### config.mk
export PLATFORM = sky130hd
export DESIGN_NAME = ic_ctrl
export DESIGN_NICKNAME = d
export VERILOG_FILES = /design/src/hdl/ic_pkg.sv /design/src/hdl/ic_ctrl.sv
export SDC_FILE = /design/constraint.sdc
export NUM_CORES = 1
export LEC_CHECK = 0
export ABC_AREA = 1
export BUFFER_PORTS_ARGS = -buffer_cell sky130_fd_sc_hd__buf_4
export CAP_MARGIN = 20
export CELL_PAD_IN_SITES_DETAIL_PLACEMENT = 0
export CELL_PAD_IN_SITES_GLOBAL_PLACEMENT = 1
export CORE_MARGIN = 1.5
export CORE_UTILIZATION = 33
export DETAILED_ROUTE_END_ITERATION = 8
export HOLD_SLACK_MARGIN = 0.15
export PLACE_DENSITY_LB_ADDON = 0.1
export SYNTH_ARGS = -nofsm -noshare
export SYNTH_HDL_FRONTEND = slang
export SYNTH_SLANG_ARGS = --single-unit
### constraint.sdc
create_clock -name clk_i -period 1.91 [get_ports clk_i]
set_clock_uncertainty 0.1 [all_clocks]
set_input_delay 0.191 -clock clk_i [delete_from_list [all_inputs] [get_ports clk_i]]
set_output_delay 0.191 -clock clk_i [all_outputs]
set_load 0.02 [all_outputs]
### src/hdl/ic_pkg.sv
`default_nettype none
// ----------------------------------------------------------------------------
// ic_pkg - shared types and helpers for the intcode processor
// Word kinds, opcodes, mode codes, controller/datapath command and status
// structs, and the decimal digit helpers used by the instruction decoder.
// ----------------------------------------------------------------------------
package ic_pkg;

  localparam int unsigned MemWordsDef = 4096;
  localparam int unsigned StepLimit   = 1048576;
  localparam int          StepW       = $clog2(StepLimit) + 1;
  localparam int          DecSteps    = 16;
  localparam int          DecCntW     = $clog2(DecSteps);

  localparam logic [16:0] Mod100  = 17'd100;
  localparam logic [16:0] Mod1k   = 17'd1000;
  localparam logic [16:0] Mod10k  = 17'd10000;
  localparam logic [16:0] Mod100k = 17'd100000;

  localparam logic [6:0] OpAdd  = 7'd1;
  localparam logic [6:0] OpMul  = 7'd2;
  localparam logic [6:0] OpIn   = 7'd3;
  localparam logic [6:0] OpOut  = 7'd4;
  localparam logic [6:0] OpJnz  = 7'd5;
  localparam logic [6:0] OpJz   = 7'd6;
  localparam logic [6:0] OpLt   = 7'd7;
  localparam logic [6:0] OpEq   = 7'd8;
  localparam logic [6:0] OpArb  = 7'd9;
  localparam logic [6:0] OpHalt = 7'd99;

  localparam logic [3:0] ModePos = 4'd0;
  localparam logic [3:0] ModeImm = 4'd1;
  localparam logic [3:0] ModeRel = 4'd2;

  typedef enum logic [2:0] {
    KIND_OUT  = 3'd0,
    KIND_NEED = 3'd1,
    KIND_HALT = 3'd2,
    KIND_ERR  = 3'd3,
    KIND_LOAD = 3'd4
  } kind_e;

  typedef struct packed {
    logic  clr_step;
    logic  load_wr;
    logic  run_start;
    logic  fetch;
    logic  dec_start;
    logic  dec_step;
    logic  k_init;
    logic  par_issue;
    logic  par_raw;
    logic  par_val;
    logic  k_inc;
    logic  mul_step;
    logic  exec;
    logic  out_load;
    kind_e out_kind;
  } ic_cmd_t;

  typedef struct packed {
    logic clr_last;
    logic dec_last;
    logic word_neg;
    logic op_bad;
    logic ip_over;
    logic no_params;
    logic par_err;
    logic par_fetch_val;
    logic par_last;
    logic is_mul;
    logic is_in;
    logic is_out;
    logic is_jmp;
    logic is_halt;
    logic jmp_taken;
    logic jmp_bad;
    logic mul_last;
    logic halted;
    logic consumed;
    logic step_lim;
  } ic_stat_t;

  // shift four bits into a remainder modulo m
  function automatic logic [16:0] mod_nib(logic [16:0] r, logic [3:0] nib, logic [16:0] m);
    logic [17:0] t;
    logic [16:0] acc;
    acc = r;
    for (int i = 3; i >= 0; i--) begin
      t = {acc, nib[i]};
      if (t >= {1'b0, m}) t = t - {1'b0, m};
      acc = t[16:0];
    end
    return acc;
  endfunction

  // leading decimal digit of x, x below ten units
  function automatic logic [3:0] hi_digit(logic [16:0] x, logic [16:0] unit);
    logic [3:0] d;
    d = '0;
    for (int k = 1; k < 10; k++) begin
      if (x >= 17'(k) * unit) d = d + 4'd1;
    end
    return d;
  endfunction

endpackage
`default_nettype wire

### src/hdl/ic_ctrl.sv
`default_nettype none
// ----------------------------------------------------------------------------
// ic_ctrl - intcode controller
// Sequences memory clear, word loads and instruction execution, and owns
// the input and output handshakes.
// ----------------------------------------------------------------------------
module ic_ctrl import ic_pkg::*; (
  input  wire logic     clk_i,
  input  wire logic     rst_ni,
  input  wire logic     in_valid_i,
  input  wire logic     func_i,
  output logic          in_stall_o,
  output logic          out_valid_o,
  input  wire logic     out_stall_i,
  input  wire ic_stat_t stat_i,
  output ic_cmd_t       cmd_o
);

  typedef enum logic [11:0] {
    S_CLEAR  = 12'b0000_0000_0001,
    S_IDLE   = 12'b0000_0000_0010,
    S_STEP   = 12'b0000_0000_0100,
    S_LATCH  = 12'b0000_0000_1000,
    S_DECODE = 12'b0000_0001_0000,
    S_CHECK  = 12'b0000_0010_0000,
    S_PISSUE = 12'b0000_0100_0000,
    S_PRAW   = 12'b0000_1000_0000,
    S_PVAL   = 12'b0001_0000_0000,
    S_MUL    = 12'b0010_0000_0000,
    S_EXEC   = 12'b0100_0000_0000,
    S_FINISH = 12'b1000_0000_0000
  } ctrl_state_e;

  ctrl_state_e state_q, state_d;
  kind_e       kind_q, kind_d;
  logic        out_valid_q, out_valid_d;
  ctrl_state_e post_st;

  assign post_st = stat_i.is_mul ? S_MUL : S_EXEC;

  always_comb begin
    state_d = state_q;
    kind_d  = kind_q;
    cmd_o   = '0;
    cmd_o.out_kind = kind_q;
    unique case (state_q)
      S_CLEAR: begin
        cmd_o.clr_step = 1'b1;
        if (stat_i.clr_last) state_d = S_IDLE;
      end
      S_IDLE: begin
        if (in_valid_i) begin
          state_d = S_FINISH;
          if (!func_i) begin
            cmd_o.load_wr = 1'b1;
            kind_d        = KIND_LOAD;
          end else if (stat_i.halted) begin
            kind_d = KIND_HALT;
          end else begin
            cmd_o.run_start = 1'b1;
            state_d         = S_STEP;
          end
        end
      end
      S_STEP: begin
        if (stat_i.step_lim) begin
          kind_d  = KIND_ERR;
          state_d = S_FINISH;
        end else begin
          cmd_o.fetch = 1'b1;
          state_d     = S_LATCH;
        end
      end
      S_LATCH: begin
        cmd_o.dec_start = 1'b1;
        state_d         = S_DECODE;
      end
      S_DECODE: begin
        cmd_o.dec_step = 1'b1;
        if (stat_i.dec_last) state_d = S_CHECK;
      end
      S_CHECK: begin
        cmd_o.k_init = 1'b1;
        if (stat_i.word_neg || stat_i.op_bad || stat_i.ip_over) begin
          kind_d  = KIND_ERR;
          state_d = S_FINISH;
        end else if (stat_i.no_params) begin
          state_d = S_EXEC;
        end else begin
          state_d = S_PISSUE;
        end
      end
      S_PISSUE: begin
        cmd_o.par_issue = 1'b1;
        state_d         = S_PRAW;
      end
      S_PRAW: begin
        cmd_o.par_raw = 1'b1;
        priority if (stat_i.par_err) begin
          kind_d  = KIND_ERR;
          state_d = S_FINISH;
        end else if (stat_i.par_fetch_val) begin
          state_d = S_PVAL;
        end else if (stat_i.par_last) begin
          state_d = post_st;
        end else begin
          cmd_o.k_inc = 1'b1;
          state_d     = S_PISSUE;
        end
      end
      S_PVAL: begin
        cmd_o.par_val = 1'b1;
        if (stat_i.par_last) begin
          state_d = post_st;
        end else begin
          cmd_o.k_inc = 1'b1;
          state_d     = S_PISSUE;
        end
      end
      S_MUL: begin
        cmd_o.mul_step = 1'b1;
        if (stat_i.mul_last) state_d = S_EXEC;
      end
      S_EXEC: begin
        priority if (stat_i.is_in && stat_i.consumed) begin
          kind_d  = KIND_NEED;
          state_d = S_FINISH;
        end else if (stat_i.is_jmp && stat_i.jmp_taken && stat_i.jmp_bad) begin
          kind_d  = KIND_ERR;
          state_d = S_FINISH;
        end else begin
          cmd_o.exec = 1'b1;
          priority if (stat_i.is_out) begin
            kind_d  = KIND_OUT;
            state_d = S_FINISH;
          end else if (stat_i.is_halt) begin
            kind_d  = KIND_HALT;
            state_d = S_FINISH;
          end else begin
            state_d = S_STEP;
          end
        end
      end
      S_FINISH: begin
        if (!out_valid_q || !out_stall_i) begin
          cmd_o.out_load = 1'b1;
          state_d        = S_IDLE;
        end
      end
      default: state_d = S_IDLE;
    endcase
  end

  always_comb begin
    out_valid_d = out_valid_q;
    if (out_valid_q && !out_stall_i) out_valid_d = 1'b0;
    if (cmd_o.out_load)              out_valid_d = 1'b1;
  end

  always_ff @(posedge clk_i or negedge rst_ni) begin
    if (!rst_ni) begin
      state_q     <= S_CLEAR;
      kind_q      <= KIND_LOAD;
      out_valid_q <= 1'b0;
    end else begin
      state_q     <= state_d;
      kind_q      <= kind_d;
      out_valid_q <= out_valid_d;
    end
  end

  assign in_stall_o  = state_q != S_IDLE;
  assign out_valid_o = out_valid_q;

endmodule
`default_nettype wire

### After elaboration in Yosys (flattened, before gate mapping)

Cells that the tools add are included.

| storage, ports and cells | value |
|---|---|
| logic and storage cells | 95 |
| output and inout port bits | 19 |
| register bits after elaboration | 16 |
| input port bits | 25 |

| cells by class | value |
|---|---|
| reductions and logical operators | 13 |
| mux-type cells | 56 |
| equal/unequal tests | 23 |

Operators with widths:

| kind | count |
|---|---|
| $mux W12 | 15 |
| $pmux W12 S12 | 1 |
| $mux W11 | 3 |
| $mux W3 | 10 |
| $mux W1 | 23 |
| $ne A2 B2 Y1 const B | 8 |
| $pmux W3 S5 | 1 |
| $eq A12 B1 Y1 const B | 1 |
| $eq A12 B10 Y1 const B | 1 |
| $eq A12 B11 Y1 const B | 1 |
| $eq A12 B12 Y1 const B | 1 |
| $eq A12 B2 Y1 const B | 1 |
| $eq A12 B3 Y1 const B | 1 |
| $eq A12 B4 Y1 const B | 1 |
| $eq A12 B5 Y1 const B | 1 |
| $eq A12 B6 Y1 const B | 1 |
| $eq A12 B7 Y1 const B | 1 |
| $eq A12 B8 Y1 const B | 1 |
| $eq A12 B9 Y1 const B | 1 |
| $ne A12 B2 Y1 const B | 1 |
| $reduce_and A7 Y1 | 1 |
| $ne A5 B5 Y1 const B | 1 |
| $reduce_and A5 Y1 | 1 |
| $reduce_bool A5 Y1 | 1 |
| 7 further kinds | 14 |

### Depth between registers and ports, before layout

Gate-level depths: netlist of run 1.

| logic depth | value |
|---|---|
| word-level depth | 5 |
| gate-level depth with buffers | 10 |
| depth with buffers taken out | 10 |

### Worst setup path after synthesis of run 1

OpenSTA, ideal clock, no wires.

| path | value |
|---|---|
| path kind | reg-to-output |
| start | register state_q[6] |
| end | output port cmd_o[15] (netlist bit) |
| required time | 1619 ps |
| arrival | 1452 ps |
| slack | 167 ps |
| cell stages (with the launch flop) | 6 |
| buffers on the path | 0 |
| cells stage by stage | dfrtp_1 > nor2_2 > nand2_2 > nor2_4 > nand2_2 > nor3_1 |

RTL lines:

| element | RTL line | source |
|---|---|---|
| from (decl) | ic_ctrl.sv:34 | `ctrl_state_e state_q, state_d;` |
| from (signal assigned) | ic_ctrl.sv:166 | `state_q <= state_d;` |
| to (decl) | ic_ctrl.sv:16 | `output ic_cmd_t cmd_o` |

==> flow_summary_export.csv, run 1 <==
group,metric,value,unit
status,status,"finished clean",
synthesis,synth.most_common_cell,"nand2_1",
sta,slew_headroom,76.4,%
grt,grt_pass1_vias,1351,
floorplanning,fp-row-count,22,
synthesis,synth_cell_types,22,
synthesis,synth_area_leaders,"dfrtp_1 (27%), nand2_1 (15%), inv_1 (12%)",
routing,vias_per_cell,4.48,
place,pre_cts_ws,0.101,ns
final_layout,syn_to_final_growth,55.7,%
place,dp_cells,297,
place,portBuffers,43,
sta,setup_viol,0,
grt,grt_overflow_total,0,
setup_path,crit_required,1.62,ns
power,worst_ir_drop_vdd,0.404,mV
synthesis,synth_cells,206,
synthesis,synth-seq-cells,16,
synthesis,synth_top_area_share,27.3,%
sta,setup_ws,0.0355,ns
routing,antenna_left,0,
sta,rsz0062_at_grt,"true",
cts,clock_sinks,16,
place,dp_hpwl,2860,µm
floorplanning,coreArea,0.00369,mm²
routing,first_pass_iters,4,
setup_path,worst_r2r_endpoint,"state_q[10]",
routing,drc,0,
power,power,1.75,mW
sta,tightestPinTransition,0.352,ns
synthesis,async_flop_share,100,%
hold_path,min-delay-start,"stat_i[0]",
place,place.gp.congestion,0.840,
setup_path,crit_fanout,4,
synthesis,yosysTopAreaCell,"dfrtp_1",
synthesis,syn_area,0.00128,mm²
synthesis,ys_seq_area_share,31.4,%
floorplanning,die_h,65.3,µm
routing,drt_iter0_drc,32,
cts,cts_buffers,3,
hold_path,worst_hold_path.endpoint,"state_q[3]",
setup_path,critical_path_class,"reg2out",
setup_path,arrival,1.58,ns
synthesis,synth_edf_count,0,
final_layout,finalNetCount,306,
grt,grt_max_degree,17,
sta,finalCriticalPeriod,1.87,ns
sta,slew_violations,0,
routing,wl,3750,µm
sta,fmax,533,MHz
final_layout,fill_cells,409,
cts,cts_root_buf,"clkbuf_8",
routing,wl_per_cell,11.4,µm
final_layout,layout.cells.non_filler,328,
flow_run,drv_cap,0,
place,place_area,0.00167,mm²
power,p_leak,1.21,nW
grt,grt_pass1_wl,5940,µm
setup_path,end_kind,"output pin",
sta,finalSetupTns,0,ns
hold_path,min-delay-path-class,"in2reg",
synthesis,synth.net_count,231,
final_layout,drive_gt1_share,33.6,%
power,power_per_cell_area,876,mW/mm²
grt,gr-usage-all-layers,18.3,%
synthesis,synth_ff_type,"dfrtp_1",
synthesis,yosysWarnings,0,
final_layout,n_antenna_cell,0,
setup_path,rrSetupSlack,0.14,ns
setup_path,rr_startpoint,"state_q[6]",
synthesis,synth_area_per_cell,6.23,µm²
cts,cts_max_path_buffers,2,
setup_path,r2r_cells,10,
cts,cts_tree,"yes",
final_layout,post-route-util,54.1,%
grt,antenna_found_initial,0,
cts,worstSkewPairLatency,0.25,ns
cts,clk_pin_slew,0.06,ns
sta,fin_hold_ws,0.175,ns
sta,fin_crit_sh,98.1,%
floorplanning,dieArea,0.00427,mm²
setup_path,worst_setup_path_start_kind,"flop",
final_layout,fin_area,0.00200,mm²
floorplanning,fp.dieW,65.3,µm
floorplanning,ios,44,
routing,vias,1468,
sta,hold_viol_final,0,
cts,cts.htree.levels,1,
synthesis,yosys-top-cells-count,"nand2_1 (50), inv_1 (41), nor2_1 (33)",
hold_path,hold_depth,3,
floorplanning,start_util,34.8,%
==> layout by cell type, fill, tap and decap left out <==
cell type       n
a21oi_1         1
buf_4          60
buf_6           1
clkbuf_8        4
dfrtp_1        14
dfstp_2         2
dlygate4sd3_1  10
inv_1          40
inv_2           2
nand2_1        50
nand2_2         5
nand2_4         2
nand3_1        20
nand3_2         3
nand3b_1        4
nand4_1         7
nor2_1         29
nor2_2          7
nor2_4          4
nor2_8          1
nor3_1          5
nor3_2          1
nor3_4          1
o21ai_0         3
o21ai_1         2
o21ai_2         1
o22ai_1         1
==> cell type report <==
class | count | area [µm²] | share of cell area (%)
repair buffers | 71 | 562 | 28.1
clock buffers | 4 | 55.1 | 2.76
multi-input cells | 147 | 759 | 38.0
inverters | 42 | 158 | 7.89
well taps | 48 | 60.1 | 3.01
flip-flops and latches | 16 | 403 | 20.2
==> state kept, by name, summed over array words and instances, names as in the netlist <==
register     cells
out_valid_o      1
state_q         12
kind_q           3
==> how the worst max path moves through the flow <==
stage / start / to / slack [ns] / depth (start not counted)
global placement: state_q[4] / cmd_o[6] / 0.15 / 8
CTS: state_q[9] / cmd_o[6] / -0.02 / 8
finish: state_q[3] / cmd_o[6] / 0.04 / 8
detailed placement: state_q[8] / cmd_o[6] / 0.10 / 8
global route: state_q[6] / cmd_o[6] / -0.1 / 8
floorplan: state_q[6] / cmd_o[15] / 0.17 / 5
==> per-layer routing <==
layer	track usage, %	vias to the layer above	routed length [µm]
li1	-	785	-
met1	23.8	645	1800
met2	32.0	31	1790
met3	1.71	7	108
met4	5.47	0	52
met5	0	-	0
==> kinds of logic (layout without fill, tap and decap cells) <==
group,count (synthesis),count (layout),share of synthesized area (%)
simple gates,139,139,52.5
flops,16,16,31.4
compound gates,8,8,3.22
buf+inv,43,117,12.9
==> worst max-delay path, stage by stage (launching register included) <==
cell and delay (ns):
dfrtp_1 0.41, nor2_4 0.15, nand2_4 0.10, nor2_4 0.12, nand3b_1 0.11, o21ai_2 0.16
inv_2 0.07, nor2_2 0.07, buf_4 0.14
==> report_power, final <==
part,switching [mW],internal [mW],leakage [nW]
combinational,0.598,0.414,0.968
clock,0.120,0.183,0.0288
sequential,0.0323,0.402,0.210
==> repair_timing <==
action | in CTS | in global routing
pin swaps | 7 | 9
hold buffers | 10 | 0
endpoints found under the setup margin | 1 | 14
hold endpoints to repair | 23 | 0
resized for setup | 3 | 10
setup buffers | 15 | 2
No activity file was read; power rests on OpenSTA's default activity.
==> inputs of run 2 (changes only) <==
--- a/config.mk
+++ b/config.mk
@@ -5,13 +5,12 @@
 export SDC_FILE = /design/constraint.sdc
 export NUM_CORES = 1
 export LEC_CHECK = 0
-export ABC_AREA = 1
 export BUFFER_PORTS_ARGS = -buffer_cell sky130_fd_sc_hd__buf_4
 export CAP_MARGIN = 20
 export CELL_PAD_IN_SITES_DETAIL_PLACEMENT = 0
 export CELL_PAD_IN_SITES_GLOBAL_PLACEMENT = 1
 export CORE_MARGIN = 1.5
-export CORE_UTILIZATION = 33
+export CORE_UTILIZATION = 35
 export DETAILED_ROUTE_END_ITERATION = 8
 export HOLD_SLACK_MARGIN = 0.15
 export PLACE_DENSITY_LB_ADDON = 0.1
==> flow_summary_export.csv, run 2 <==
group,metric,value,unit
cts,cts_buffers,3,
routing,wl_per_cell,17.9,µm
setup_path,arrival,2.54,ns
final_layout,finalNetCount,279,
sta,rsz0062_at_grt,"true",
sta,finalSetupTns,-9.70,ns
synthesis,synth_area_leaders,"dfrtp_1 (30%), nor4_1 (5.4%), dfstp_2 (4.5%)",
synthesis,synthSimpleGateAreaFrac,39.6,%
final_layout,top_register,"state_q",
final_layout,most-common-layout-cells,"buf_4 (81), buf_6 (28), dfrtp_1 (14)",
status,violations,"negative setup slack",
setup_path,cp-startpoint,"state_q[9]",
power,worst_ir_drop_vdd,0.567,mV
final_layout,drive_gt1_share,66.8,%
floorplanning,dieArea,0.00366,mm²
synthesis,syn_area,0.00116,mm²
final_layout,largest_register_ffs,12,
synthesis,synth_cell_types,45,
sta,setup_ws,-0.549,ns
routing,first_pass_iters,4,
cts,worstSkewPairLatency,0.32,ns
grt,antenna_found_initial,0,
synthesis,ys_seq_area_share,34.8,%
routing,wl,5310,µm
routing,drc,0,
grt,grt_pass1_wl,8180,µm
synthesis,synth_edf_count,0,
floorplanning,start_util,37.3,%
cts,cts_root_buf,"clkbuf_4",
cts,cts_max_path_buffers,2,
routing,antenna_left,0,
final_layout,syn_to_final_growth,124,%
synthesis,synth-seq-cells,16,
sta,fmax,407,MHz
place,portBuffers,43,
power,p_leak,1.19,nW
setup_path,end_kind,"flop",
synthesis,synth_top_family_by_area,"simple AND/OR/NAND/NOR gates",
synthesis,synth_top_area_share,30.3,%
power,power_per_cell_area,890,mW/mm²
floorplanning,fp.dieW,60.5,µm
routing,vias_per_cell,5.56,
sta,slew_headroom,72.0,%
sta,slew_violations,0,
synthesis,yosys-top-cells-count,"dfrtp_1 (14), nor2_1 (11), nor4_1 (10)",
synthesis,synth_cells,134,
final_layout,final_common_cell,"buf_4",
place,pre_cts_ws,-0.215,ns
hold_path,min-delay-path-class,"in2reg",
synthesis,synthAdderAreaFrac,0,%
cts,clock_sinks,16,
synthesis,synth_area_per_cell,8.63,µm²
place,dp_cells,252,
place,place.gp.congestion,0.921,
cts,cts_tree,"yes",
place,dp_hpwl,3020,µm
synthesis,synth_compound_area_share,15.9,%
sta,finalCriticalPeriod,2.46,ns
floorplanning,die_h,60.5,µm
cts,cts.htree.levels,1,
sta,tightestPinTransition,0.416,ns
floorplanning,coreArea,0.00310,mm²
grt,grt_pass1_vias,1716,
setup_path,crit_fanout,3,
setup_path,crit_required,1.99,ns
synthesis,synth_mux_area_share,0.866,%
setup_path,worst_setup_path_start_kind,"flop",
synthesis,synth.most_common_cell,"dfrtp_1",
final_layout,layout.cells.non_filler,297,
sta,hold_viol_final,0,
grt,gr-usage-all-layers,30.8,%
flow_run,drv_cap,0,
sta,setup_viol,27,
grt,grt_max_degree,17,
status,status,"finished, violations left",
setup_path,critical_path_class,"reg2reg",
synthesis,synth.net_count,159,
synthesis,yosysWarnings,0,
cts,clk_pin_slew,0.12,ns
routing,drt_iter0_drc,84,
sta,fin_crit_sh,129,%
synthesis,synth-xor-area-share,2.27,%
synthesis,async_flop_share,100,%
final_layout,n_antenna_cell,0,
hold_path,min-delay-start,"stat_i[18]",
grt,grt_overflow_total,0,
setup_path,rr_startpoint,"state_q[9]",
routing,vias,1651,
floorplanning,fp-row-count,20,
synthesis,yosysTopAreaCell,"dfrtp_1",
synthesis,synth_ff_type,"dfrtp_1",
floorplanning,ios,44,
## run 2: changes by cell type after synthesis, sizes merged, moves of 5 or more
cell / before / now
clkbuf: 0 / 5
nor4: 0 / 11
nor2: 41 / 11
nand4: 7 / 0
nand3: 23 / 7
inv: 42 / 7
nand2: 57 / 9
nand2b: 0 / 5
## run 2: what timing repair did
| action | in CTS | in global routing |
|---|---|---|
| endpoints found under the setup margin | 25 | 29 |
| gates resized for setup | 63 | 11 |
| pin swaps | 17 | 5 |
| hold buffers | 12 | 0 |
| endpoints found under the hold margin | 26 | 0 |
| buffers inserted | 26 | 4 |
## run 2: critical path: stages (launching register included)
cell and delay [ns]:
dfrtp_1 0.44, or4_4 0.54, buf_4 0.16, buf_6 0.11, or4_4 0.44, o211ai_4 0.23, nand3_2 0.14, mux2i_1 0.15
## run 2: logic make-up after synthesis
logic type,after synthesis
AO/OA/AOI/OAI,25
XOR/XNOR,3
buffers and inverters,15
flip-flops,16
multiplexers,1
AND/OR/NAND/NOR,74
## run 2: area by class of cell
class	instances	area [µm²]
well taps	44	55.1
multi-input cells	103	1000
repair buffers	123	1080
fillers	187	514
flip-flops and latches	16	403
inverters	7	26.3
clock buffers	4	26.3
## run 2: final timing paths
path / slack [ns] / depth (start not counted) / end
setup / recovery: -0.55 / 7 / kind_q[1]
hold / removal: 0.15 / 3 / state_q[4]
setup reg to reg: -0.55 / 7 / kind_q[1]
hold reg to reg: 0.38 / 1 / kind_q[2]
max in group asynchronous: 1.26 / 2 / state_q[0]
min in group asynchronous: 0.16 / 2 / state_q[7]
## run 2: stage by stage
stage / area, µm² / util [%] / power, mW / hold slack, ns
2_1_floorplan: 1230 / - / 1.09 / -0.205
3_3_place_gp: 1850 / 59.6 / 1.54 / -0.0302
3_5_place_dp: 1850 / 59.6 / 1.55 / -0.0287
4_1_cts: 2500 / 80.6 / 2.15 / 0.171
5_1_grt: 2590 / 83.4 / 2.41 / 0.168
6_report: 2590 / 83.4 / 2.30 / 0.151
## run 2: routing by layer
layer / global-route usage, % / vias up / share of wire [%]
met3: 4.90 / 11 / 5.6
met1: 36.9 / 824 / 40
met2: 53.6 / 68 / 53
li1: - / 748 / -
met4: 15.2 / 0 / 2.2
met5: 0 / - / 0
## run 2: report_power, final
part	internal, mW	total [mW]	switching, mW	leakage, nW
Sequential	0.405	0.446	0.0411	0.209
Clock	0.0817	0.207	0.126	0.0150
Combinational	0.842	1.65	0.807	0.970
Total	1.33	2.30	0.974	1.19
