$ cat src/hdl/ic_pkg.sv
`default_nettype none
// ----------------------------------------------------------------------------
// ic_pkg - shared types and helpers for the intcode processor
// Word kinds, opcodes, mode codes, controller/datapath command and status
// structs, and the decimal digit helpers used by the instruction decoder.
// ----------------------------------------------------------------------------
package ic_pkg;

  localparam int unsigned MemWordsDef = 4096;
  localparam int unsigned StepLimit   = 1048576;
  localparam int          StepW       = $clog2(StepLimit) + 1;
  localparam int          DecSteps    = 16;
  localparam int          DecCntW     = $clog2(DecSteps);

  localparam logic [16:0] Mod100  = 17'd100;
  localparam logic [16:0] Mod1k   = 17'd1000;
  localparam logic [16:0] Mod10k  = 17'd10000;
  localparam logic [16:0] Mod100k = 17'd100000;

  localparam logic [6:0] OpAdd  = 7'd1;
  localparam logic [6:0] OpMul  = 7'd2;
  localparam logic [6:0] OpIn   = 7'd3;
  localparam logic [6:0] OpOut  = 7'd4;
  localparam logic [6:0] OpJnz  = 7'd5;
  localparam logic [6:0] OpJz   = 7'd6;
  localparam logic [6:0] OpLt   = 7'd7;
  localparam logic [6:0] OpEq   = 7'd8;
  localparam logic [6:0] OpArb  = 7'd9;
  localparam logic [6:0] OpHalt = 7'd99;

  localparam logic [3:0] ModePos = 4'd0;
  localparam logic [3:0] ModeImm = 4'd1;
  localparam logic [3:0] ModeRel = 4'd2;

  typedef enum logic [2:0] {
    KIND_OUT  = 3'd0,
    KIND_NEED = 3'd1,
    KIND_HALT = 3'd2,
    KIND_ERR  = 3'd3,
    KIND_LOAD = 3'd4
  } kind_e;

  typedef struct packed {
    logic  clr_step;
    logic  load_wr;
    logic  run_start;
    logic  fetch;
    logic  dec_start;
    logic  dec_step;
    logic  k_init;
    logic  par_issue;
    logic  par_raw;
    logic  par_val;
    logic  k_inc;
    logic  mul_step;
    logic  exec;
    logic  out_load;
    kind_e out_kind;
  } ic_cmd_t;

  typedef struct packed {
    logic clr_last;
    logic dec_last;
    logic word_neg;
    logic op_bad;
    logic ip_over;
    logic no_params;
    logic par_err;
    logic par_fetch_val;
    logic par_last;
    logic is_mul;
    logic is_in;
    logic is_out;
    logic is_jmp;
    logic is_halt;
    logic jmp_taken;
    logic jmp_bad;
    logic mul_last;
    logic halted;
    logic consumed;
    logic step_lim;
  } ic_stat_t;

  // shift four bits into a remainder modulo m
  function automatic logic [16:0] mod_nib(logic [16:0] r, logic [3:0] nib, logic [16:0] m);
    logic [17:0] t;
    logic [16:0] acc;
    acc = r;
    for (int i = 3; i >= 0; i--) begin
      t = {acc, nib[i]};
      if (t >= {1'b0, m}) t = t - {1'b0, m};
      acc = t[16:0];
    end
    return acc;
  endfunction

  // leading decimal digit of x, x below ten units
  function automatic logic [3:0] hi_digit(logic [16:0] x, logic [16:0] unit);
    logic [3:0] d;
    d = '0;
    for (int k = 1; k < 10; k++) begin
      if (x >= 17'(k) * unit) d = d + 4'd1;
    end
    return d;
  endfunction

endpackage
`default_nettype wire

$ cat src/hdl/ic_datapath.sv
`default_nettype none
// ----------------------------------------------------------------------------
// ic_datapath - intcode datapath
// Architectural registers, serial decimal decoder, operand resolution,
// 32x32 multiply unit, ALU, memory port muxing and the result register.
// ----------------------------------------------------------------------------
module ic_datapath import ic_pkg::*; #(
  parameter  int unsigned MemWords = MemWordsDef,
  localparam int          AddrW    = $clog2(MemWords)
) (
  input  wire logic               clk_i,
  input  wire logic               rst_ni,
  input  wire ic_cmd_t            cmd_i,
  output ic_stat_t                stat_o,
  input  wire logic        [11:0] load_address_i,
  input  wire logic signed [63:0] data_value_i,
  input  wire logic        [63:0] ram_rdata_i,
  output logic                    ram_we_o,
  output logic        [AddrW-1:0] ram_waddr_o,
  output logic             [63:0] ram_wdata_o,
  output logic        [AddrW-1:0] ram_raddr_o,
  output logic              [2:0] event_kind_o,
  output logic signed      [63:0] result_value_o
);

  localparam logic [63:0]      MemLimit = 64'(MemWords);
  localparam logic [AddrW:0]   IpLimit  = (AddrW+1)'(MemWords);
  localparam logic [AddrW-1:0] ClrLast  = AddrW'(MemWords - 1);

  logic [AddrW-1:0]   clr_q, clr_d;
  logic [AddrW:0]     ip_q, ip_d;
  logic [63:0]        rb_q, rb_d;
  logic               halted_q, halted_d;
  logic [63:0]        last_q, last_d;
  logic [63:0]        inval_q, inval_d;
  logic               consumed_q, consumed_d;
  logic [StepW-1:0]   steps_q, steps_d;
  logic [63:0]        word_q, word_d;
  logic               sign_q, sign_d;
  logic [DecCntW-1:0] dec_cnt_q, dec_cnt_d;
  logic [6:0]         r100_q, r100_d;
  logic [9:0]         r1k_q, r1k_d;
  logic [13:0]        r10k_q, r10k_d;
  logic [16:0]        r100k_q, r100k_d;
  logic [1:0]         k_q, k_d;
  logic [63:0]        a_q, a_d;
  logic [63:0]        b_q, b_d;
  logic [AddrW-1:0]   dst_q, dst_d;
  logic [63:0]        acc_q, acc_d;
  logic [1:0]         mul_cnt_q, mul_cnt_d;
  kind_e              out_kind_q, out_kind_d;
  logic [63:0]        out_value_q, out_value_d;

  logic [3:0]   m1, m2, m3, mode_k;
  logic [1:0]   n;
  logic         op_ok, is_alu3, wr_k, eff_ok, load_ok, taken;
  logic [AddrW:0] ip_plus_n;
  logic [63:0]  eff, alu_res, prod;
  logic [31:0]  mul_x, mul_y;

  assign m1 = hi_digit(17'(r1k_q), Mod100);
  assign m2 = hi_digit(17'(r10k_q), Mod1k);
  assign m3 = hi_digit(r100k_q, Mod10k);

  always_comb begin
    op_ok = 1'b1;
    unique case (r100_q)
      OpAdd, OpMul, OpLt, OpEq: n = 2'd3;
      OpJnz, OpJz:              n = 2'd2;
      OpIn, OpOut, OpArb:       n = 2'd1;
      OpHalt:                   n = 2'd0;
      default: begin
        n     = 2'd0;
        op_ok = 1'b0;
      end
    endcase
  end

  assign is_alu3   = (r100_q == OpAdd) || (r100_q == OpMul) ||
                     (r100_q == OpLt) || (r100_q == OpEq);
  assign ip_plus_n = ip_q + (AddrW+1)'(n);
  assign wr_k      = (is_alu3 && (k_q == 2'd3)) || ((r100_q == OpIn) && (k_q == 2'd1));

  always_comb begin
    unique case (k_q)
      2'd1:    mode_k = m1;
      2'd2:    mode_k = m2;
      default: mode_k = m3;
    endcase
  end

  assign eff    = (mode_k == ModeRel) ? ram_rdata_i + rb_q : ram_rdata_i;
  assign eff_ok = eff < MemLimit;
  assign taken  = (r100_q == OpJnz) == (a_q != 64'd0);

  assign mul_x = (mul_cnt_q == 2'd2) ? a_q[63:32] : a_q[31:0];
  assign mul_y = (mul_cnt_q == 2'd1) ? b_q[63:32] : b_q[31:0];
  assign prod  = 64'(mul_x) * 64'(mul_y);

  always_comb begin
    unique case (r100_q)
      OpAdd:   alu_res = a_q + b_q;
      OpMul:   alu_res = acc_q;
      OpLt:    alu_res = {63'd0, $signed(a_q) < $signed(b_q)};
      OpEq:    alu_res = {63'd0, a_q == b_q};
      default: alu_res = '0;
    endcase
  end

  assign load_ok = {20'd0, load_address_i} < 32'(MemWords);

  always_comb begin
    ram_we_o    = 1'b0;
    ram_waddr_o = dst_q;
    ram_wdata_o = alu_res;
    priority if (cmd_i.clr_step) begin
      ram_we_o    = 1'b1;
      ram_waddr_o = clr_q;
      ram_wdata_o = '0;
    end else if (cmd_i.load_wr) begin
      ram_we_o    = load_ok;
      ram_waddr_o = AddrW'(load_address_i);
      ram_wdata_o = data_value_i;
    end else if (cmd_i.exec && is_alu3) begin
      ram_we_o    = 1'b1;
    end else if (cmd_i.exec && (r100_q == OpIn)) begin
      ram_we_o    = 1'b1;
      ram_wdata_o = inval_q;
    end
  end

  always_comb begin
    priority if (cmd_i.fetch)     ram_raddr_o = ip_q[AddrW-1:0];
    else if (cmd_i.par_issue)     ram_raddr_o = ip_q[AddrW-1:0] + AddrW'(k_q);
    else                          ram_raddr_o = eff[AddrW-1:0];
  end

  always_comb begin
    clr_d       = clr_q;
    ip_d        = ip_q;
    rb_d        = rb_q;
    halted_d    = halted_q;
    last_d      = last_q;
    inval_d     = inval_q;
    consumed_d  = consumed_q;
    steps_d     = steps_q;
    word_d      = word_q;
    sign_d      = sign_q;
    dec_cnt_d   = dec_cnt_q;
    r100_d      = r100_q;
    r1k_d       = r1k_q;
    r10k_d      = r10k_q;
    r100k_d     = r100k_q;
    k_d         = k_q;
    a_d         = a_q;
    b_d         = b_q;
    dst_d       = dst_q;
    acc_d       = acc_q;
    mul_cnt_d   = mul_cnt_q;
    out_kind_d  = out_kind_q;
    out_value_d = out_value_q;

    if (cmd_i.clr_step) clr_d = clr_q + AddrW'(1);
    if (cmd_i.run_start) begin
      inval_d    = data_value_i;
      consumed_d = 1'b0;
      steps_d    = '0;
    end
    if (cmd_i.fetch) steps_d = steps_q + StepW'(1);
    if (cmd_i.dec_start) begin
      word_d    = ram_rdata_i;
      sign_d    = ram_rdata_i[63];
      dec_cnt_d = '0;
      r100_d    = '0;
      r1k_d     = '0;
      r10k_d    = '0;
      r100k_d   = '0;
    end
    if (cmd_i.dec_step) begin
      word_d    = {word_q[59:0], 4'd0};
      dec_cnt_d = dec_cnt_q + DecCntW'(1);
      r100_d    = 7'(mod_nib(17'(r100_q), word_q[63:60], Mod100));
      r1k_d     = 10'(mod_nib(17'(r1k_q), word_q[63:60], Mod1k));
      r10k_d    = 14'(mod_nib(17'(r10k_q), word_q[63:60], Mod10k));
      r100k_d   = mod_nib(r100k_q, word_q[63:60], Mod100k);
    end
    if (cmd_i.k_init) begin
      k_d       = 2'd1;
      mul_cnt_d = '0;
    end
    if (cmd_i.k_inc) k_d = k_q + 2'd1;
    if (cmd_i.par_raw) begin
      if (wr_k) begin
        dst_d = eff[AddrW-1:0];
      end else if (mode_k == ModeImm) begin
        if (k_q == 2'd1) a_d = ram_rdata_i;
        else             b_d = ram_rdata_i;
      end
    end
    if (cmd_i.par_val) begin
      if (k_q == 2'd1) a_d = ram_rdata_i;
      else             b_d = ram_rdata_i;
    end
    if (cmd_i.mul_step) begin
      mul_cnt_d = mul_cnt_q + 2'd1;
      if (mul_cnt_q == 2'd0) acc_d = prod;
      else                   acc_d = {acc_q[63:32] + prod[31:0], acc_q[31:0]};
    end
    if (cmd_i.exec) begin
      unique case (r100_q)
        OpAdd, OpMul, OpLt, OpEq: ip_d = ip_q + (AddrW+1)'(4);
        OpIn: begin
          consumed_d = 1'b1;
          ip_d       = ip_q + (AddrW+1)'(2);
        end
        OpOut: begin
          last_d = a_q;
          ip_d   = ip_q + (AddrW+1)'(2);
        end
        OpJnz, OpJz: ip_d = taken ? {1'b0, b_q[AddrW-1:0]} : ip_q + (AddrW+1)'(3);
        OpArb: begin
          rb_d = rb_q + a_q;
          ip_d = ip_q + (AddrW+1)'(2);
        end
        OpHalt:  halted_d = 1'b1;
        default: ip_d = ip_q;
      endcase
    end
    if (cmd_i.out_load) begin
      out_kind_d = cmd_i.out_kind;
      unique case (cmd_i.out_kind)
        KIND_OUT:  out_value_d = a_q;
        KIND_HALT: out_value_d = last_q;
        default:   out_value_d = '0;
      endcase
    end
  end

  always_ff @(posedge clk_i or negedge rst_ni) begin
    if (!rst_ni) begin
      clr_q      <= '0;
      ip_q       <= '0;
      rb_q       <= '0;
      halted_q   <= 1'b0;
      last_q     <= '0;
      consumed_q <= 1'b0;
      steps_q    <= '0;
      dec_cnt_q  <= '0;
      k_q        <= '0;
      mul_cnt_q  <= '0;
    end else begin
      clr_q      <= clr_d;
      ip_q       <= ip_d;
      rb_q       <= rb_d;
      halted_q   <= halted_d;
      last_q     <= last_d;
      consumed_q <= consumed_d;
      steps_q    <= steps_d;
      dec_cnt_q  <= dec_cnt_d;
      k_q        <= k_d;
      mul_cnt_q  <= mul_cnt_d;
    end
  end

  always_ff @(posedge clk_i) begin
    inval_q     <= inval_d;
    word_q      <= word_d;
    sign_q      <= sign_d;
    r100_q      <= r100_d;
    r1k_q       <= r1k_d;
    r10k_q      <= r10k_d;
    r100k_q     <= r100k_d;
    a_q         <= a_d;
    b_q         <= b_d;
    dst_q       <= dst_d;
    acc_q       <= acc_d;
    out_kind_q  <= out_kind_d;
    out_value_q <= out_value_d;
  end

  always_comb begin
    stat_o.clr_last      = clr_q == ClrLast;
    stat_o.dec_last      = dec_cnt_q == DecCntW'(DecSteps - 1);
    stat_o.word_neg      = sign_q;
    stat_o.op_bad        = !op_ok;
    stat_o.ip_over       = ip_plus_n >= IpLimit;
    stat_o.no_params     = n == 2'd0;
    stat_o.par_err       = wr_k ? (((mode_k != ModePos) && (mode_k != ModeRel)) || !eff_ok)
                                : ((mode_k > ModeRel) || ((mode_k != ModeImm) && !eff_ok));
    stat_o.par_fetch_val = !wr_k && (mode_k != ModeImm);
    stat_o.par_last      = k_q == n;
    stat_o.is_mul        = r100_q == OpMul;
    stat_o.is_in         = r100_q == OpIn;
    stat_o.is_out        = r100_q == OpOut;
    stat_o.is_jmp        = (r100_q == OpJnz) || (r100_q == OpJz);
    stat_o.is_halt       = r100_q == OpHalt;
    stat_o.jmp_taken     = taken;
    stat_o.jmp_bad       = b_q >= MemLimit;
    stat_o.mul_last      = mul_cnt_q == 2'd2;
    stat_o.halted        = halted_q;
    stat_o.consumed      = consumed_q;
    stat_o.step_lim      = steps_q == StepW'(StepLimit);
  end

  assign event_kind_o   = out_kind_q;
  assign result_value_o = out_value_q;

endmodule
`default_nettype wire

$ cat config.mk
export PLATFORM = sky130hd
export DESIGN_NAME = ic_datapath
export DESIGN_NICKNAME = d
export VERILOG_FILES = /design/src/hdl/ic_pkg.sv /design/src/hdl/ic_datapath.sv
export SDC_FILE = /design/constraint.sdc
export NUM_CORES = 2
export LEC_CHECK = 0
export ABC_CLOCK_PERIOD_IN_PS = 9500
export BUFFER_PORTS_ARGS = -buffer_cell sky130_fd_sc_hd__clkbuf_2
export CORE_MARGIN = 2
export CORE_UTILIZATION = 43
export DETAILED_ROUTE_END_ITERATION = 10
export PLACE_DENSITY = 0.68
export SLEW_MARGIN = 20
export SYNTH_ARGS = -nofsm -noshare
export SYNTH_HDL_FRONTEND = slang
export SYNTH_SLANG_ARGS = --single-unit
$ cat constraint.sdc
create_clock -name clk_i -period 9.5 [get_ports clk_i]
set_input_delay 1.425 -clock clk_i [delete_from_list [all_inputs] [get_ports clk_i]]
set_output_delay 1.425 -clock clk_i [all_outputs]
set_load 0.05 [all_outputs]
Word-level counts from Yosys, hierarchy flattened
Cells that the tools add are included.
- bits in registers: 632
- input port bits: 159
- logic and storage cells: 303
- add/subtract/negate cells: 54
- $mul: 1
- magnitude comparators: 48
- eq/ne operators: 26
- multiplexer cells: 112
- reduce and logical (&&, ||, !) cells: 37
- operators by type and width (kind ; count):
    64-bit two-way mux ; 20
    17-bit two-way mux ; 27
    64-bit one-hot mux with 4 select lines ; 1
    64-bit adder ; 3
    64-bit one-hot mux with 2 select lines ; 1
    4-bit two-way mux ; 26
    4-bit by 1-bit adder with 4-bit output, second input constant ; 25
    18-bit by 17-bit greater-or-equal comparator with 1-bit output, second input constant ; 4
    17-bit subtractor, second input constant ; 4
    64-bit == test ; 1
    64-bit by 13-bit greater-or-equal comparator with 1-bit output, second input constant ; 1
    64-bit by 13-bit < comparator with 1-bit output, second input constant ; 1
    64-bit < comparator ; 1
    32-bit by 32-bit multiplier with 64-bit output ; 1
    32-bit two-way mux ; 2
    64-bit nonzero test ; 1
    14-bit by 13-bit greater-or-equal comparator with 1-bit output, second input constant ; 4
    18-bit by 10-bit greater-or-equal comparator with 1-bit output, second input constant ; 3
    18-bit by 14-bit greater-or-equal comparator with 1-bit output, second input constant ; 3
    18-bit by 7-bit greater-or-equal comparator with 1-bit output, second input constant ; 3
    17-bit by 16-bit greater-or-equal comparator with 1-bit output, second input constant ; 3
    17-bit greater-or-equal comparator, second input constant ; 3
    12-bit two-way mux ; 4
    14-bit two-way mux ; 3
    71 further kinds ; 133

Longest topological paths before layout
- word-level depth: 26
- depth in mapped cells: 45
- gate-level depth less buffers: 42

Least setup slack after synthesis
OpenSTA, ideal clock, no wires.
- path type: reg2reg
- from: reg mul_cnt_q[0]
- to: reg acc_q[63], data pin
- library setup time: 0.270 ns
- arrival time: 10.244 ns
- required time: 9.230 ns
- slack: -1.014 ns
- stages on the path, launching flop included: 37
- buffers on the path: 3
- period minus slack after synthesis: 10.514 ns
- path through: dfrtp_1 -> inv_1 -> ha_1 -> clkbuf_1 -> clkbuf_1 -> mux2i_1 -> clkbuf_1 -> nor2_1 -> fa_1 -> inv_1 -> fa_1 -> fa_1 -> fa_1 -> inv_1 -> fa_1 -> inv_1 -> fa_1 -> inv_1 -> fa_1 -> inv_1 -> fa_1 -> inv_1 -> ha_1 -> a21o_1 -> a21oi_1 -> a21oi_1 -> a2111oi_0 -> and3_1 -> a211oi_1 -> o211ai_1 -> a31oi_1 -> a2111oi_0 -> nor2_1 -> a2111oi_0 -> a22oi_1 -> xnor2_1 -> a21oi_1
- RTL lines (what ; line ; text):
    from (decl) ; ic_datapath.sv:50 ; logic [1:0] mul_cnt_q, mul_cnt_d;
    from (signal assigned) ; ic_datapath.sv:261 ; mul_cnt_q <= mul_cnt_d;
    to (signal assigned) ; ic_datapath.sv:276 ; acc_q <= acc_d;
    to (decl) ; ic_datapath.sv:49 ; logic [63:0] acc_q, acc_d;

Final worst setup path
- from: reg mul_cnt_q[1]
- to: reg acc_q[63], data pin
- longest elaborated chain between the ends: 5
- elaborated cells between the ends (all ways): 8
- classes of those cells: 1 x add/sub; 1 x mul; 2 x eq/ne; 3 x mux; 1 x reduce/logical
- ends and longest elaborated chain (what ; line ; text):
    2-bit == test or 2-bit by 1-bit == test with 1-bit output (tied branches) ; ic_datapath.sv:96, ic_datapath.sv:97 ;
    32-bit two-way mux (on tied branches) ; ic_datapath.sv:96, ic_datapath.sv:97 ;
    32-bit by 32-bit multiplier with 64-bit output ; ic_datapath.sv:98 ; assign prod = 64'(mul_x) * 64'(mul_y);
    32-bit adder ; ic_datapath.sv:207 ; else acc_d = {acc_q[63:32] + prod[31:0], acc_q[31:0]};
    64-bit two-way mux * ; ic_datapath.sv:206 ; if (mul_cnt_q == 2'd0) acc_d = prod;
Every way passes the cells marked *; elsewhere a longest branch is shown, timed or not.
A chain may end at the register's enable or synchronous reset.

==> run metrics <==
Root Driver clkbuf_16; proportion of layout cells with a drive suffix above 1 0.181; Least-Margin Pin Slew 1.17 ns; Netlist cell types 107; Worst Setup End Kind flip-flop; CP Launch Type flip-flop; final setup violation count 0; final-stage net count 11,700; total grt overflow 0; reg2reg path depth 33; WP data arrival 9.83 ns; TritonCTS clock tree done; crit path max fanout 17; Die Area 191,000 sq um; DR WL/cell 27.0 microns; Stages on worst setup path 33; GRT Util Overall 0.348; IO buf count 334; vias in the first global route 74,300; Placed Area 89,600 sq um; synth warn 0; H-tree Lvls 3; clk_lat worst skew 0.75 ns; Post-Syn Instances 9,181; initial antenna violation count 23; DRC 0; RSZ-0062 raised after global routing yes; HPWL after DPL 273,000 microns; final hold viol count 0; syn nets 10,900; type of the worst min-delay path flip-flop to flip-flop; total CTS buffers 74; Slew headroom 0.212; status completed; fin crit period 9.40 ns; Fillers 17,200; CP bufs+invs 10; first-pass detailed-route iteration total 6; number of synthesized flops with an enable pin 307; design area 95,100 sq um; sequential area share after synthesis 0.205; kind of critical path flip-flop to flip-flop; number of routed nets with antenna violations 0; Worst Clk Skew 0.0704 ns; #FFs+latches synth 623; CP top delay family adder cells; Slowest Stage Delay on Critical Path 0.64 ns; ys flop type edfxtp_1; FF-to-FF Start mul_cnt_q[1]; via count 74,400; Crit Reg-Reg Endpoint acc_q[63]; f_max 106 MHz; fin crit share 0.989; Starting Density 0.433; Syn Area/Cell 8.76 sq um; clk slew on worst S/H paths 0.07 ns; most used cell along the critical path fa_1; Core Region 186,000 sq um; Async S/R FF share, synth 0.295; Hold-fix buffers, CTS 0; clock sinks 623; GPL Wtd Cong 1.05; Area growth syn-to-layout 18.2%; FP Rows 158; worst setup path end acc_q[63]; Ports 335; Worst EP required 9.93 ns; drt initial violations 7,623; largest net degree at the start of global routing 128; via count normalized by instance count 5.94; first-pass GRT wire length 492,000 microns; Critical Path Source mul_cnt_q[1]; Worst Hold Depth 1; max cap viols 0; Die Wd 436 microns; slowest CP cell fa_1; die height 436 microns; Worst R2R Setup Slack 0.10 ns; post-synth design cell area 80,400 sq um; CTS max path bufs 3; WL final 338,000 microns; max-slew violations 0
-- cell families after synthesis --
| kind of cell | count (synthesis) | synth area share |
|---|---|---|
| simple gates | 2837 | 0.157 |
| compound gates | 1900 | 0.160 |
| buf+inv | 1649 | 0.0776 |
| fa+ha+maj | 1530 | 0.322 |
| flops | 623 | 0.205 |
| xor+xnor | 372 | 0.0416 |
| mux | 270 | 0.0365 |
-- per-stage QoR --
stage               std cells  setup slack [ns]  hold WS, ns  utilization  setup TNS, ns
finish                  12500             0.101        0.459        0.512              0
global route            12500            -0.241        0.492        0.512          -1.32
CTS                     12400        0.00000444        0.464        0.500              0
detailed placement      12200            -0.280        0.448        0.482          -1.58
global placement        12200            -0.151        0.438        0.482         -0.283
floorplan                9181           0.00730        0.429            -              0
-- flip-flops by register name, indices dropped and copies added, names as in the netlist, 5 cells and up --
register / flops
a_q: 64
acc_q: 64
b_q: 64
inval_q: 64
last_q: 64
rb_q: 64
result_value_o: 64
word_q: 64
steps_q: 21
r100k_q: 17
ip_q: 13
clr_q: 12
dst_q: 12
r10k_q: 10
r1k_q: 7
r100_q: 5
-- Yosys cell counts (89+ instances only) --
cell / n / area (sq um)
inv_1: 1211 / 4550
nand2_1: 1160 / 4350
fa_1: 902 / 18100
nor2_1: 855 / 3210
ha_1: 628 / 7860
a21oi_1: 427 / 2140
o21ai_0: 417 / 2090
clkbuf_1: 377 / 1420
edfxtp_1: 307 / 9220
xnor2_1: 224 / 1960
mux2_2: 185 / 2080
dfrtp_1: 184 / 4600
nand3_1: 147 / 736
xor2_1: 142 / 1240
dfxtp_1: 132 / 2640
a21o_1: 130 / 976
a221oi_1: 126 / 1100
a22o_1: 125 / 1090
nor3_1: 107 / 536
nor4_1: 89 / 557
-- cell usage in the layout (no fill, tap or decap), types with 78 or more instances in the layout --
cell type,instances
ha_1,592
dfrtp_1,183
edfxtp_1,307
a21oi_1,408
clkbuf_16,78
xnor2_1,217
nand3_1,142
o21ai_0,386
mux2_2,158
nor3_1,99
o21a_1,78
a221oi_1,125
nand4_1,86
fa_1,873
nor4_1,83
nor2_1,824
inv_1,1186
buf_4,701
nand2_1,1147
xor2_1,141
clkbuf_2,320
a21o_1,130
a22o_1,125
dfxtp_1,132
-- cell type report --
type | count | area (sq um) | area share
diodes | 7 | 17.5 | 0.000184
clock buffers | 93 | 1970 | 0.0208
clock inverters | 44 | 674 | 0.00709
inverters | 1215 | 4570 | 0.0480
multi-input cells | 6910 | 59400 | 0.625
flip-flops and latches | 623 | 16500 | 0.173
well taps | 2480 | 3100 | 0.0326
repair buffers | 1141 | 8840 | 0.0930
-- metal layers --
metal	routed length, microns	vias up	track usage
li1	-	32700	-
met1	127000	37100	0.426
met2	151000	3681	0.551
met3	28800	929	0.0617
met4	30800	10	0.259
met5	68	-	0
-- worst reg2reg max path, delay by kind of cell, from the launching register on --
kind | cells | cell delay, ns
and+or+nand+nor | 4 | 0.69
AOI/OAI and AO/OA | 7 | 1.39
adders and majority gates | 10 | 4.68
muxes | 1 | 0.25
DFF | 1 | 0.41
buffers and inverters | 10 | 1.46
xor gates and xnor gates | 1 | 0.23
-- timing repair --
item / 4_1_cts / 5_1_grt
endpoints found under the setup margin: 27 / 33
gates cloned: 1 / 4
setup buffers: 27 / 93
pin swaps: 40 / 212
resized for setup: 93 / 317
-- how the worst min path moves through the flow --
stage                   from  slack (ns)       end
floorplan           halted_q        0.43  halted_q
global placement    halted_q        0.44  halted_q
detailed placement  halted_q        0.45  halted_q
CTS                 halted_q        0.46  halted_q
global route        halted_q        0.49  halted_q
finish              halted_q        0.46  halted_q
Power is not shown: default switching activity piles up to over one toggle a cycle in this logic, so the estimate is an artifact.
